$ cat config.mk
export PLATFORM = sky130hd
export DESIGN_NAME = ntc_adc_to_celsius_search_flat
export DESIGN_NICKNAME = d
export VERILOG_FILES = /design/src/rtl/ntcs_pkg.sv /design/src/rtl/ntcs_if.sv /design/src/rtl/ntc_adc_to_celsius_search.sv /design/src/rtl/ntcs_mul.sv /design/src/flat_wrapper.sv
export SDC_FILE = /design/constraint.sdc
export NUM_CORES = 1
export LEC_CHECK = 0
export ABC_AREA = 1
export BUFFER_PORTS_ARGS = -buffer_cell sky130_fd_sc_hd__buf_2
export CAP_MARGIN = 25
export CORE_AREA = 2 2 223 225
export DETAILED_ROUTE_END_ITERATION = 8
export DIE_AREA = 0 0 225 227
export HOLD_SLACK_MARGIN = 0.08
export PLACE_DENSITY = 0.83
export SYNTH_ARGS = -nofsm -noshare
export SYNTH_HDL_FRONTEND = slang
export SYNTH_HIERARCHICAL = 1
export SYNTH_SLANG_ARGS = --single-unit
$ cat constraint.sdc
create_clock -name clk_i -period 16.15 [get_ports clk_i]
set_input_delay 0.8075 -clock clk_i [delete_from_list [all_inputs] [get_ports clk_i]]
set_output_delay 0.8075 -clock clk_i [all_outputs]
set_load 0.01 [all_outputs]
$ cat src/rtl/ntcs_pkg.sv
// ----------------------------------------------------------------------------
// ntcs_pkg
// Shared types, constants and the thermistor curve for the sample-to-Celsius
// search block.
// ----------------------------------------------------------------------------
package ntcs_pkg;

  localparam int ADC_W        = 16;
  localparam int TEMP_W       = 9;
  localparam int START_TEMP   = 64;
  localparam int INITIAL_STEP = 64;
  localparam int STEP_W       = $clog2(INITIAL_STEP) + 1;
  localparam int T_W          = 11;
  localparam int T_MIN        = START_TEMP - 2 * INITIAL_STEP;
  localparam int T_MAX        = START_TEMP + 2 * INITIAL_STEP;
  localparam int OUT_MIN      = -256;
  localparam int OUT_MAX      = 255;

  localparam int SEG_DEG  = 10;
  localparam int ZERO_IDX = 5;
  localparam int LAST_IDX = 20;

  localparam int M_W       = T_W - 1;
  localparam int IDX_W     = 6;
  localparam int TI_W      = 5;
  localparam int CURVE_W   = 17;
  localparam int DLT_W     = CURVE_W + 1;
  localparam int NUM_W     = 24;
  localparam int MAG_W     = NUM_W - 1;
  localparam int E_W       = MAG_W + 1;
  localparam int OP_W      = 24;
  localparam int PROD_W    = 2 * OP_W;
  localparam int IDX_SHIFT = 11;
  localparam int IDX_RECIP = 205;
  localparam int DIV_SHIFT = 25;
  localparam int DIV_RECIP = 3355444;

  typedef enum logic [2:0] {
    ST_IDLE,
    ST_IDX,
    ST_NUM,
    ST_DIV,
    ST_CMP,
    ST_FIN
  } ntcs_state_e;

  typedef enum logic [1:0] {
    OP_IDX,
    OP_NUM,
    OP_DIV
  } ntcs_op_e;

  typedef struct packed {
    logic                      en;
    ntcs_op_e                  op;
    logic [M_W-1:0]            m;
    logic [M_W-1:0]            o;
    logic signed [DLT_W-1:0]   dlt;
    logic [MAG_W-1:0]          mag;
  } ntcs_mul_req_t;

  function automatic logic signed [CURVE_W-1:0] curve(input logic [TI_W-1:0] idx);
    logic signed [CURVE_W-1:0] v;
    case (idx)
      5'd0:    v = 17'sd98;
      5'd1:    v = 17'sd194;
      5'd2:    v = 17'sd368;
      5'd3:    v = 17'sd668;
      5'd4:    v = 17'sd1163;
      5'd5:    v = 17'sd1948;
      5'd6:    v = 17'sd3136;
      5'd7:    v = 17'sd4858;
      5'd8:    v = 17'sd7236;
      5'd9:    v = 17'sd10358;
      5'd10:   v = 17'sd14238;
      5'd11:   v = 17'sd18789;
      5'd12:   v = 17'sd23814;
      5'd13:   v = 17'sd29024;
      5'd14:   v = 17'sd34174;
      5'd15:   v = 17'sd39010;
      5'd16:   v = 17'sd43367;
      5'd17:   v = 17'sd48845;
      5'd18:   v = 17'sd50377;
      5'd19:   v = 17'sd51791;
      5'd20:   v = 17'sd55291;
      default: v = '0;
    endcase
    return v;
  endfunction

endpackage

$ cat src/rtl/ntcs_if.sv
// ----------------------------------------------------------------------------
// ntcs_if
// Valid/ready channels for ADC samples and Celsius results.
// ----------------------------------------------------------------------------
interface ntcs_in_if;
  logic                           valid;
  logic                           ready;
  logic [ntcs_pkg::ADC_W-1:0]     adc_sample;

  modport source (output valid, output adc_sample, input ready);
  modport sink   (input valid, input adc_sample, output ready);
endinterface

interface ntcs_out_if;
  logic                               valid;
  logic                               ready;
  logic signed [ntcs_pkg::TEMP_W-1:0] temperature_c;

  modport source (output valid, output temperature_c, input ready);
  modport sink   (input valid, input temperature_c, output ready);
endinterface

$ cat src/rtl/ntc_adc_to_celsius_search.sv
// ----------------------------------------------------------------------------
// ntc_adc_to_celsius_search
// Converts a thermistor ADC word to whole degrees Celsius by halving search
// over an interpolated 21-point curve.
// ----------------------------------------------------------------------------
//  Channel  Dir  Payload               Width
//  in_i     in   adc_sample            16 unsigned
//  out_o    out  temperature_c         9 signed
//
//  Each search step uses the shared multiplier for the segment index, the
//  interpolation product and the division by ten, then compares and updates.
//  A word runs eight steps plus an accept in the idle state and a write-out
//  state, fewer steps when an exact match ends the search early.
//  The input is ready only while the sequencer is idle; a result waiting in
//  the output register stalls only write-out. Reset clears control state.
// ----------------------------------------------------------------------------
module ntc_adc_to_celsius_search (
  input  logic              clk_i,
  input  logic              rst_ni,
  ntcs_in_if.sink           in_i,
  ntcs_out_if.source        out_o
);

  ntcs_pkg::ntcs_state_e                state_q, state_d;
  logic [ntcs_pkg::ADC_W-1:0]           x_q, x_d;
  logic signed [ntcs_pkg::T_W-1:0]      t_q, t_d;
  logic [ntcs_pkg::STEP_W-1:0]          step_q, step_d;
  logic                                 final_q, final_d;
  logic                                 neg_q, neg_d;
  logic signed [ntcs_pkg::NUM_W-1:0]    base_q, base_d;
  logic                                 ovalid_q, ovalid_d;
  logic signed [ntcs_pkg::TEMP_W-1:0]   temp_q, temp_d;

  ntcs_pkg::ntcs_mul_req_t              mreq;
  logic signed [ntcs_pkg::PROD_W-1:0]   prod;

  logic                                 t_neg;
  logic [ntcs_pkg::M_W-1:0]             m;
  logic [ntcs_pkg::IDX_W-1:0]           seg_raw;
  logic [ntcs_pkg::IDX_W-1:0]           seg_i;
  logic [ntcs_pkg::M_W-1:0]             seg_o;
  logic [ntcs_pkg::TI_W-1:0]            lo_idx, hi_idx;
  logic signed [ntcs_pkg::CURVE_W-1:0]  lo_v, hi_v;
  logic signed [ntcs_pkg::NUM_W-1:0]    num;
  logic [ntcs_pkg::MAG_W-1:0]           mag;
  logic [ntcs_pkg::MAG_W-1:0]           quo;
  logic signed [ntcs_pkg::E_W-1:0]      e_val, x_ext;
  logic signed [ntcs_pkg::T_W-1:0]      step_s;
  logic                                 in_fire;

  ntcs_mul u_mul (
    .clk_i  (clk_i),
    .req_i  (mreq),
    .prod_o (prod)
  );

  assign in_fire   = in_i.valid && in_i.ready;
  assign in_i.ready = (state_q == ntcs_pkg::ST_IDLE);
  assign out_o.valid = ovalid_q;
  assign out_o.temperature_c = temp_q;

  always_comb begin
    t_neg   = t_q[ntcs_pkg::T_W-1];
    m       = t_neg ? ntcs_pkg::M_W'(-t_q) : ntcs_pkg::M_W'(t_q);
    seg_raw = prod[ntcs_pkg::IDX_SHIFT +: ntcs_pkg::IDX_W];
    seg_i   = seg_raw;
    seg_o   = m - ntcs_pkg::M_W'(seg_raw) * ntcs_pkg::M_W'(ntcs_pkg::SEG_DEG);
    if (t_neg) begin
      if (seg_raw >= ntcs_pkg::IDX_W'(ntcs_pkg::ZERO_IDX)) begin
        seg_i = ntcs_pkg::IDX_W'(ntcs_pkg::ZERO_IDX - 1);
        seg_o = m - ntcs_pkg::M_W'((ntcs_pkg::ZERO_IDX - 1) * ntcs_pkg::SEG_DEG);
      end
      lo_idx = ntcs_pkg::TI_W'(ntcs_pkg::ZERO_IDX) - ntcs_pkg::TI_W'(seg_i);
      hi_idx = lo_idx - ntcs_pkg::TI_W'(1);
    end else begin
      if (seg_raw >= ntcs_pkg::IDX_W'(ntcs_pkg::LAST_IDX - ntcs_pkg::ZERO_IDX)) begin
        seg_i = ntcs_pkg::IDX_W'(ntcs_pkg::LAST_IDX - ntcs_pkg::ZERO_IDX - 1);
        seg_o = m - ntcs_pkg::M_W'((ntcs_pkg::LAST_IDX - ntcs_pkg::ZERO_IDX - 1)
                                   * ntcs_pkg::SEG_DEG);
      end
      lo_idx = ntcs_pkg::TI_W'(ntcs_pkg::ZERO_IDX) + ntcs_pkg::TI_W'(seg_i);
      hi_idx = lo_idx + ntcs_pkg::TI_W'(1);
    end
    lo_v = ntcs_pkg::curve(lo_idx);
    hi_v = ntcs_pkg::curve(hi_idx);

    num = signed'(prod[ntcs_pkg::NUM_W-1:0]) + base_q;
    mag = num[ntcs_pkg::NUM_W-1] ? ntcs_pkg::MAG_W'(-num) : ntcs_pkg::MAG_W'(num);

    quo   = prod[ntcs_pkg::DIV_SHIFT +: ntcs_pkg::MAG_W];
    e_val = neg_q ? -signed'({1'b0, quo}) : signed'({1'b0, quo});
    x_ext = signed'(ntcs_pkg::E_W'(x_q));
    step_s = signed'(ntcs_pkg::T_W'(step_q));
  end

  always_comb begin
    state_d  = state_q;
    x_d      = x_q;
    t_d      = t_q;
    step_d   = step_q;
    final_d  = final_q;
    neg_d    = neg_q;
    base_d   = base_q;
    ovalid_d = ovalid_q;
    temp_d   = temp_q;

    mreq.en  = 1'b0;
    mreq.op  = ntcs_pkg::OP_IDX;
    mreq.m   = m;
    mreq.o   = seg_o;
    mreq.dlt = ntcs_pkg::DLT_W'(hi_v) - ntcs_pkg::DLT_W'(lo_v);
    mreq.mag = mag;

    if (ovalid_q && out_o.ready) begin
      ovalid_d = 1'b0;
    end

    case (state_q)
      ntcs_pkg::ST_IDLE: begin
        if (in_fire) begin
          x_d     = in_i.adc_sample;
          t_d     = ntcs_pkg::T_W'(ntcs_pkg::START_TEMP);
          step_d  = ntcs_pkg::STEP_W'(ntcs_pkg::INITIAL_STEP);
          final_d = 1'b0;
          state_d = ntcs_pkg::ST_IDX;
        end
      end
      ntcs_pkg::ST_IDX: begin
        mreq.en = 1'b1;
        mreq.op = ntcs_pkg::OP_IDX;
        state_d = ntcs_pkg::ST_NUM;
      end
      ntcs_pkg::ST_NUM: begin
        mreq.en = 1'b1;
        mreq.op = ntcs_pkg::OP_NUM;
        base_d  = ntcs_pkg::NUM_W'(lo_v) * ntcs_pkg::NUM_W'(ntcs_pkg::SEG_DEG);
        state_d = ntcs_pkg::ST_DIV;
      end
      ntcs_pkg::ST_DIV: begin
        mreq.en = 1'b1;
        mreq.op = ntcs_pkg::OP_DIV;
        neg_d   = num[ntcs_pkg::NUM_W-1];
        state_d = ntcs_pkg::ST_CMP;
      end
      ntcs_pkg::ST_CMP: begin
        if (final_q) begin
          if (e_val < x_ext) begin
            t_d = t_q + ntcs_pkg::T_W'(1);
          end
          state_d = ntcs_pkg::ST_FIN;
        end else if (e_val == x_ext) begin
          state_d = ntcs_pkg::ST_FIN;
        end else begin
          if (e_val < x_ext) begin
            t_d = t_q + step_s;
          end else begin
            t_d = t_q - step_s;
          end
          if (step_q == ntcs_pkg::STEP_W'(1)) begin
            final_d = 1'b1;
          end else begin
            step_d = step_q >> 1;
          end
          state_d = ntcs_pkg::ST_IDX;
        end
      end
      ntcs_pkg::ST_FIN: begin
        if (!ovalid_q || out_o.ready) begin
          if (t_q < ntcs_pkg::OUT_MIN) begin
            temp_d = ntcs_pkg::TEMP_W'(ntcs_pkg::OUT_MIN);
          end else if (t_q > ntcs_pkg::OUT_MAX) begin
            temp_d = ntcs_pkg::TEMP_W'(ntcs_pkg::OUT_MAX);
          end else begin
            temp_d = ntcs_pkg::TEMP_W'(t_q);
          end
          ovalid_d = 1'b1;
          state_d  = ntcs_pkg::ST_IDLE;
        end
      end
      default: begin
        state_d = ntcs_pkg::ST_IDLE;
      end
    endcase
  end

  always_ff @(posedge clk_i or negedge rst_ni) begin
    if (!rst_ni) begin
      state_q  <= ntcs_pkg::ST_IDLE;
      ovalid_q <= 1'b0;
    end else begin
      state_q  <= state_d;
      ovalid_q <= ovalid_d;
    end
  end

  always_ff @(posedge clk_i) begin
    x_q     <= x_d;
    t_q     <= t_d;
    step_q  <= step_d;
    final_q <= final_d;
    neg_q   <= neg_d;
    base_q  <= base_d;
    temp_q  <= temp_d;
  end

  a_accept_starts: assert property (@(posedge clk_i) disable iff (!rst_ni)
    in_fire |=> state_q == ntcs_pkg::ST_IDX && t_q == ntcs_pkg::START_TEMP)
    else $error("search did not start from the initial candidate");

  a_step_pow2: assert property (@(posedge clk_i) disable iff (!rst_ni)
    (state_q == ntcs_pkg::ST_IDX || state_q == ntcs_pkg::ST_NUM ||
     state_q == ntcs_pkg::ST_DIV || state_q == ntcs_pkg::ST_CMP) |-> $onehot(step_q))
    else $error("search step is not a power of two");

  a_t_range: assert property (@(posedge clk_i) disable iff (!rst_ni)
    (state_q != ntcs_pkg::ST_IDLE) |-> (t_q >= ntcs_pkg::T_MIN && t_q <= ntcs_pkg::T_MAX))
    else $error("candidate temperature left its reachable range");

  a_final_ends: assert property (@(posedge clk_i) disable iff (!rst_ni)
    (state_q == ntcs_pkg::ST_CMP && final_q) |=> state_q == ntcs_pkg::ST_FIN)
    else $error("final correction did not end the search");

  a_result_from_fin: assert property (@(posedge clk_i) disable iff (!rst_ni)
    $rose(ovalid_q) |-> $past(state_q) == ntcs_pkg::ST_FIN)
    else $error("result word loaded outside the write-out cycle");

endmodule

$ cat src/rtl/ntcs_mul.sv
// ----------------------------------------------------------------------------
// ntcs_mul
// Shared signed multiplier with registered product, used for segment
// indexing, interpolation and division by ten.
// ----------------------------------------------------------------------------
module ntcs_mul (
  input  logic                                  clk_i,
  input  ntcs_pkg::ntcs_mul_req_t               req_i,
  output logic signed [ntcs_pkg::PROD_W-1:0]    prod_o
);

  logic signed [ntcs_pkg::OP_W-1:0]   op_a;
  logic signed [ntcs_pkg::OP_W-1:0]   op_b;
  logic signed [ntcs_pkg::PROD_W-1:0] prod_d;
  logic signed [ntcs_pkg::PROD_W-1:0] prod_q;

  always_comb begin
    case (req_i.op)
      ntcs_pkg::OP_IDX: begin
        op_a = signed'(ntcs_pkg::OP_W'(req_i.m));
        op_b = ntcs_pkg::OP_W'(ntcs_pkg::IDX_RECIP);
      end
      ntcs_pkg::OP_NUM: begin
        op_a = ntcs_pkg::OP_W'(req_i.dlt);
        op_b = signed'(ntcs_pkg::OP_W'(req_i.o));
      end
      ntcs_pkg::OP_DIV: begin
        op_a = signed'(ntcs_pkg::OP_W'(req_i.mag));
        op_b = ntcs_pkg::OP_W'(ntcs_pkg::DIV_RECIP);
      end
      default: begin
        op_a = '0;
        op_b = '0;
      end
    endcase
  end

  assign prod_d = op_a * op_b;

  always_ff @(posedge clk_i) begin
    if (req_i.en) begin
      prod_q <= prod_d;
    end
  end

  assign prod_o = prod_q;

endmodule
$ cat src/flat_wrapper.sv
// flat-port wrapper written by rule: the top's interface ports become plain ports
module ntc_adc_to_celsius_search_flat 
  (clk_i, rst_ni, in_i_valid, in_i_adc_sample, in_i_ready, out_o_valid, out_o_temperature_c, out_o_ready);
  ntcs_in_if in_i_i ();
  ntcs_out_if out_o_i ();
  input  logic clk_i;
  input  logic rst_ni;
  input wire logic [$bits(in_i_i.valid)-1:0] in_i_valid;
  input wire logic [$bits(in_i_i.adc_sample)-1:0] in_i_adc_sample;
  output wire logic [$bits(in_i_i.ready)-1:0] in_i_ready;
  output wire logic [$bits(out_o_i.valid)-1:0] out_o_valid;
  output wire logic [$bits(out_o_i.temperature_c)-1:0] out_o_temperature_c;
  input wire logic [$bits(out_o_i.ready)-1:0] out_o_ready;
  assign in_i_i.valid = in_i_valid;
  assign in_i_i.adc_sample = in_i_adc_sample;
  assign in_i_ready = in_i_i.ready;
  assign out_o_valid = out_o_i.valid;
  assign out_o_temperature_c = out_o_i.temperature_c;
  assign out_o_i.ready = out_o_ready;
  ntc_adc_to_celsius_search u_core (.clk_i(clk_i), .rst_ni(rst_ni), .in_i(in_i_i), .out_o(out_o_i));
endmodule
# Yosys cells after proc, flatten, opt, wreduce, memory -nomap -nowiden
# Memories as Yosys holds them, arrays and structs flattened.
# Index checks and enable logic that the tools add are counted.
[op_classes]
addsub = 15
n_mul = 3
magnitude_cmp = 5
n_eq_ne = 16
mux = 40
n_reduce_logical = 13
[op_table]
columns = ["cell", "count"]
rows = [
  ["24-bit one-hot mux with 3 select lines", 1],
  ["22-bit one-hot mux with 3 select lines", 1],
  ["11-bit 2-to-1 mux", 5],
  ["24-bit by 23-bit multiplier with 47-bit output", 1],
  ["10-bit 2-to-1 mux", 4],
  ["5-bit 2-to-1 mux", 6],
  ["7-bit 2-to-1 mux", 4],
  ["24-bit adder", 1],
  ["24-bit by 17-bit equality test with 1-bit output", 1],
  ["24-bit by 17-bit < comparator with 1-bit output", 1],
  ["24-bit 2-to-1 mux", 1],
  ["23-bit negator with 24-bit output", 1],
  ["23-bit 2-to-1 mux", 1],
  ["23-bit negator", 1],
  ["11-bit one-hot mux with 2 select lines", 1],
  ["17-bit by 4-bit multiplier with 21-bit output, second input constant", 1],
  ["3-bit one-hot mux with 6 select lines", 1],
  ["17-bit by 17-bit subtractor with 18-bit output", 1],
  ["7-bit one-hot mux with 2 select lines", 1],
  ["3-bit 2-to-1 mux", 4],
  ["11-bit by 2-bit adder with 11-bit output, second input constant", 1],
  ["11-bit by 8-bit adder with 11-bit output", 1],
  ["11-bit by 9-bit greater-than comparator with 1-bit output, second input constant", 1],
  ["11-bit by 9-bit < comparator with 1-bit output, second input constant", 1],
  ["35 further kinds", 50],
]
[word_totals]
register_bits = 119
romBits = 1024
input_bits = 20
out_inout_bits = 11
mem_count = 2
[memory_table]
columns = ["memory", "depth", "width", "read_ports", "rd_clocked_by_memory_dff", "wr", "line", "source"]
rows = [
  ["(name not given)", 32, 16, 1, 0, 0, "ntcs_pkg.sv:64", "case (idx)"],
  ["(name not given)", 32, 16, 1, 0, 0, "ntcs_pkg.sv:64", ""],
]

# Longest topological paths before layout
# An unclocked memory read counts as a cell.
[logic_depth]
depth_word = 10
mapped_depth = 60
ltp_nobuf = 59

# By module
# Netlist, hierarchy kept.
[modules_own_cells]
columns = ["mod", "instances", "cells_per_inst", "area_per_inst_um2", "seq_area_each_um2"]
rows = [
  ["ntcs_mul", 1, 2457, 18620.4, 1411.4],
  ["ntc_adc_to_celsius_search", 1, 1585, 10237.3, 2021.9],
]

# Least setup slack after synthesis
# OpenSTA, ideal clock, no wires.
[synth_path]
path_kind = "register -> register"
from = "register u_core.u_mul.prod_q, in the netlist u_core/u_mul/prod_o[16]"
to = "register u_core.u_mul.prod_q, in the netlist u_core/u_mul/prod_o[41], data pin"
arrival_ns = 9.539
required_ns = 15.897
setup_slack_ns = 6.358
path_stages_with_launch = 53
period_less_slack_ns = 9.792
path_cell_list = "edfxtp_1 -> nor2_4 -> o21ai_4 -> nor2_2 -> nand2_1 -> nor2_1 -> inv_2 -> ha_1 -> nand2_1 -> nand2_1 -> inv_1 -> ha_1 -> inv_1 -> nand2_1 -> nand3_1 -> nand3_1 -> nand2_1 -> inv_1 -> (+17 left out) -> fa_1 -> inv_1 -> fa_1 -> inv_1 -> fa_1 -> inv_1 -> fa_1 -> fa_1 -> inv_1 -> fa_1 -> ha_1 -> nand2_1 -> nor2_1 -> inv_1 -> nor3_1 -> nand3_1 -> nand4_1 -> nand2_1"
[synth_rtl]
columns = ["item", "line", "source"]
rows = [
  ["start, declared", "ntcs_mul.sv:15", "logic signed [ntcs_pkg::PROD_W-1:0] prod_q;"],
  ["start signal, assigned", "ntcs_mul.sv:42", "prod_q <= prod_d;"],
]

==> impl_metrics.toml <==
[run_status]
status = "finished, final reports clean"

[clock_tree]
postCtsSetupRepairBufs = 0
cts.clk_slew.worst_paths_ns = 0.06
hold_buffers = 0
ctsResizeCount = 0
clk-insertion-delay-late_ns = 0.43
clockBufferDepth = 2
clock-sinks = 114
cts_made_buffers = 17
h-tree-depth = 4
cts_tree = "yes"
cts_root_buffer = "clkbuf_16"

[setup_path]
ff2ff_path_depth = 46
required_ns = 16.34
path_class = "flip-flop to flip-flop"
cp-end-kind = "flip-flop"
endpoint = "u_core/u_mul/prod_o[41]$_DFFE_PP_"
crit_fanout = 25
critical_path.slowest_cell = "fa_1"
r2r-end = "u_core/u_mul/prod_o[41]$_DFFE_PP_"
reg2reg_from = "u_core/u_mul/prod_o[15]$_DFFE_PP_"
r2r_slack_ns = 3.98
cpPeakStageDelay_ns = 0.72
start_kind = "flip-flop"
crit_start = "u_core/u_mul/prod_o[15]$_DFFE_PP_"
crit_top_cell = "nand2_1"
worstPathArrival_ns = 12.36

[synth]
yosys_warnings = 6
synthCells = 4035
syn_area_per_cell_um2 = 7.14
syn_area_um2 = 28800

[placed_design]
place_hpwl_mm = 67.2
post-place-ws_ns = 4.24
port_buffers = 30
gp_congestion = 1.06

[floorplan]
rows = 81
die_w_um = 225
die-area_um2 = 51100
dieHeight_um = 227
initial_utilization_pct = 59.3
io_pins = 31
coreArea_um2 = 48500

[final_layout]
area_growth_pct = 4.80
fin_nets = 4748
final_cell_mix = "inv_1 (1120), nand2_1 (1051), fa_1 (378)"
finalCoreUtilization_pct = 62.2
drive_gt1_share_pct = 3.67
mostFrequentLayoutCell = "inv_1"
diodes = 0

[route]
drtPass1Iterations = 6
via_per_inst = 5.40
antenna_left = 0
via_count = 25264
wl_per_cell_um = 17.0
totalWireLength_mm = 79.5
first_iter_violations = 2442
drcViolationCount = 0

[timing]
setup_viol = 0
rsz0062_at_grt = "false"
max_freq_ghz = 0.0821
slew_headroom_pct = 32.0
finClkSkew_ns = 0.00875
finalWorstSetupSlack_ns = 3.98
drv_slew = 0
fin_crit_sh_pct = 75.4
hold_viol = 0
worst_pin_slew_ns = 1.02
setup_tns_ns = 0
period_needed_ns = 12.17

[global_route]
grt_max_degree = 47
grt_pass1_wl_mm = 128
antenna_found_initial = 0
grt_overflow_total = 0
gr-usage-all-layers_pct = 32.3
grt_pass1_vias = 24853

[job]
max-cap-violations = 0

[worst_hold_path]
hp-class = "primary input to async pin"
## routing by layer
| layer | wire [µm] | track usage, % | vias to the layer above | part of all wire [%] |
|---|---|---|---|---|
| li1 | - | - | 12077 | - |
| met1 | 31500 | 42.1 | 11824 | 40 |
| met2 | 36900 | 53.3 | 1132 | 46 |
| met3 | 7360 | 6.08 | 231 | 9.3 |
| met4 | 3730 | 13.7 | 0 | 4.7 |
| met5 | 0 | 0 | - | 0 |
## worst min path at each step
stage / from / endpoint / cells after the start
after CTS: rst_ni / u_core/out_o.valid$_DFF_PN0_ / 1
final: rst_ni / u_core/out_o.valid$_DFF_PN0_ / 1
after floorplan: rst_ni / u_core/out_o.valid$_DFF_PN0_ / 0
after global placement: u_core/out_o.valid$_DFF_PN0_ / u_core/out_o.valid$_DFF_PN0_ / 2
after global routing: rst_ni / u_core/out_o.valid$_DFF_PN0_ / 1
after detailed placement: u_core/out_o.valid$_DFF_PN0_ / u_core/out_o.valid$_DFF_PN0_ / 2
## area by class of cell
type	count	area [µm²]
timing repair buffer	43	248
sequential	114	3400
clock buffer	18	439
clock inverter	14	179
inverter	1138	4280
fill	4271	18400
multi-input combinational	2731	20900
tap	622	778
## flip-flops by register name, summed over array words and instances, names as in the netlist
signal / count
u_core/base_q: 19
u_core/final_q: 1
u_core/neg_q: 1
u_core/out_o.temperature_c: 9
u_core/out_o.valid: 1
u_core/state_q: 3
u_core/step_q: 7
u_core/t_q: 11
u_core/u_mul/prod_o: 46
u_core/x_q: 16
## metrics by stage
stage | hold WS [ns] | instance area [µm²] | cells
detailed placement | 0.559 | 29600 | 4647
CTS | 0.169 | 30200 | 4679
global placement | 0.542 | 29600 | 4647
global route | 0.174 | 30200 | 4680
finish | 0.181 | 30200 | 4680
floorplan | 0.512 | 28800 | 4042
## critical path: cells and delay by family (launching register included)
family | cells | cell delay, ns
AO/OA/AOI/OAI | 6 | 1.37
adder cells (fa/ha/maj) | 10 | 4.81
buffers and inverters | 8 | 1.09
flip-flops | 1 | 0.49
AND/OR/NAND/NOR | 22 | 4.14
Power is not shown: default switching activity piles up to over one toggle a cycle in this logic, so the estimate is an artifact.
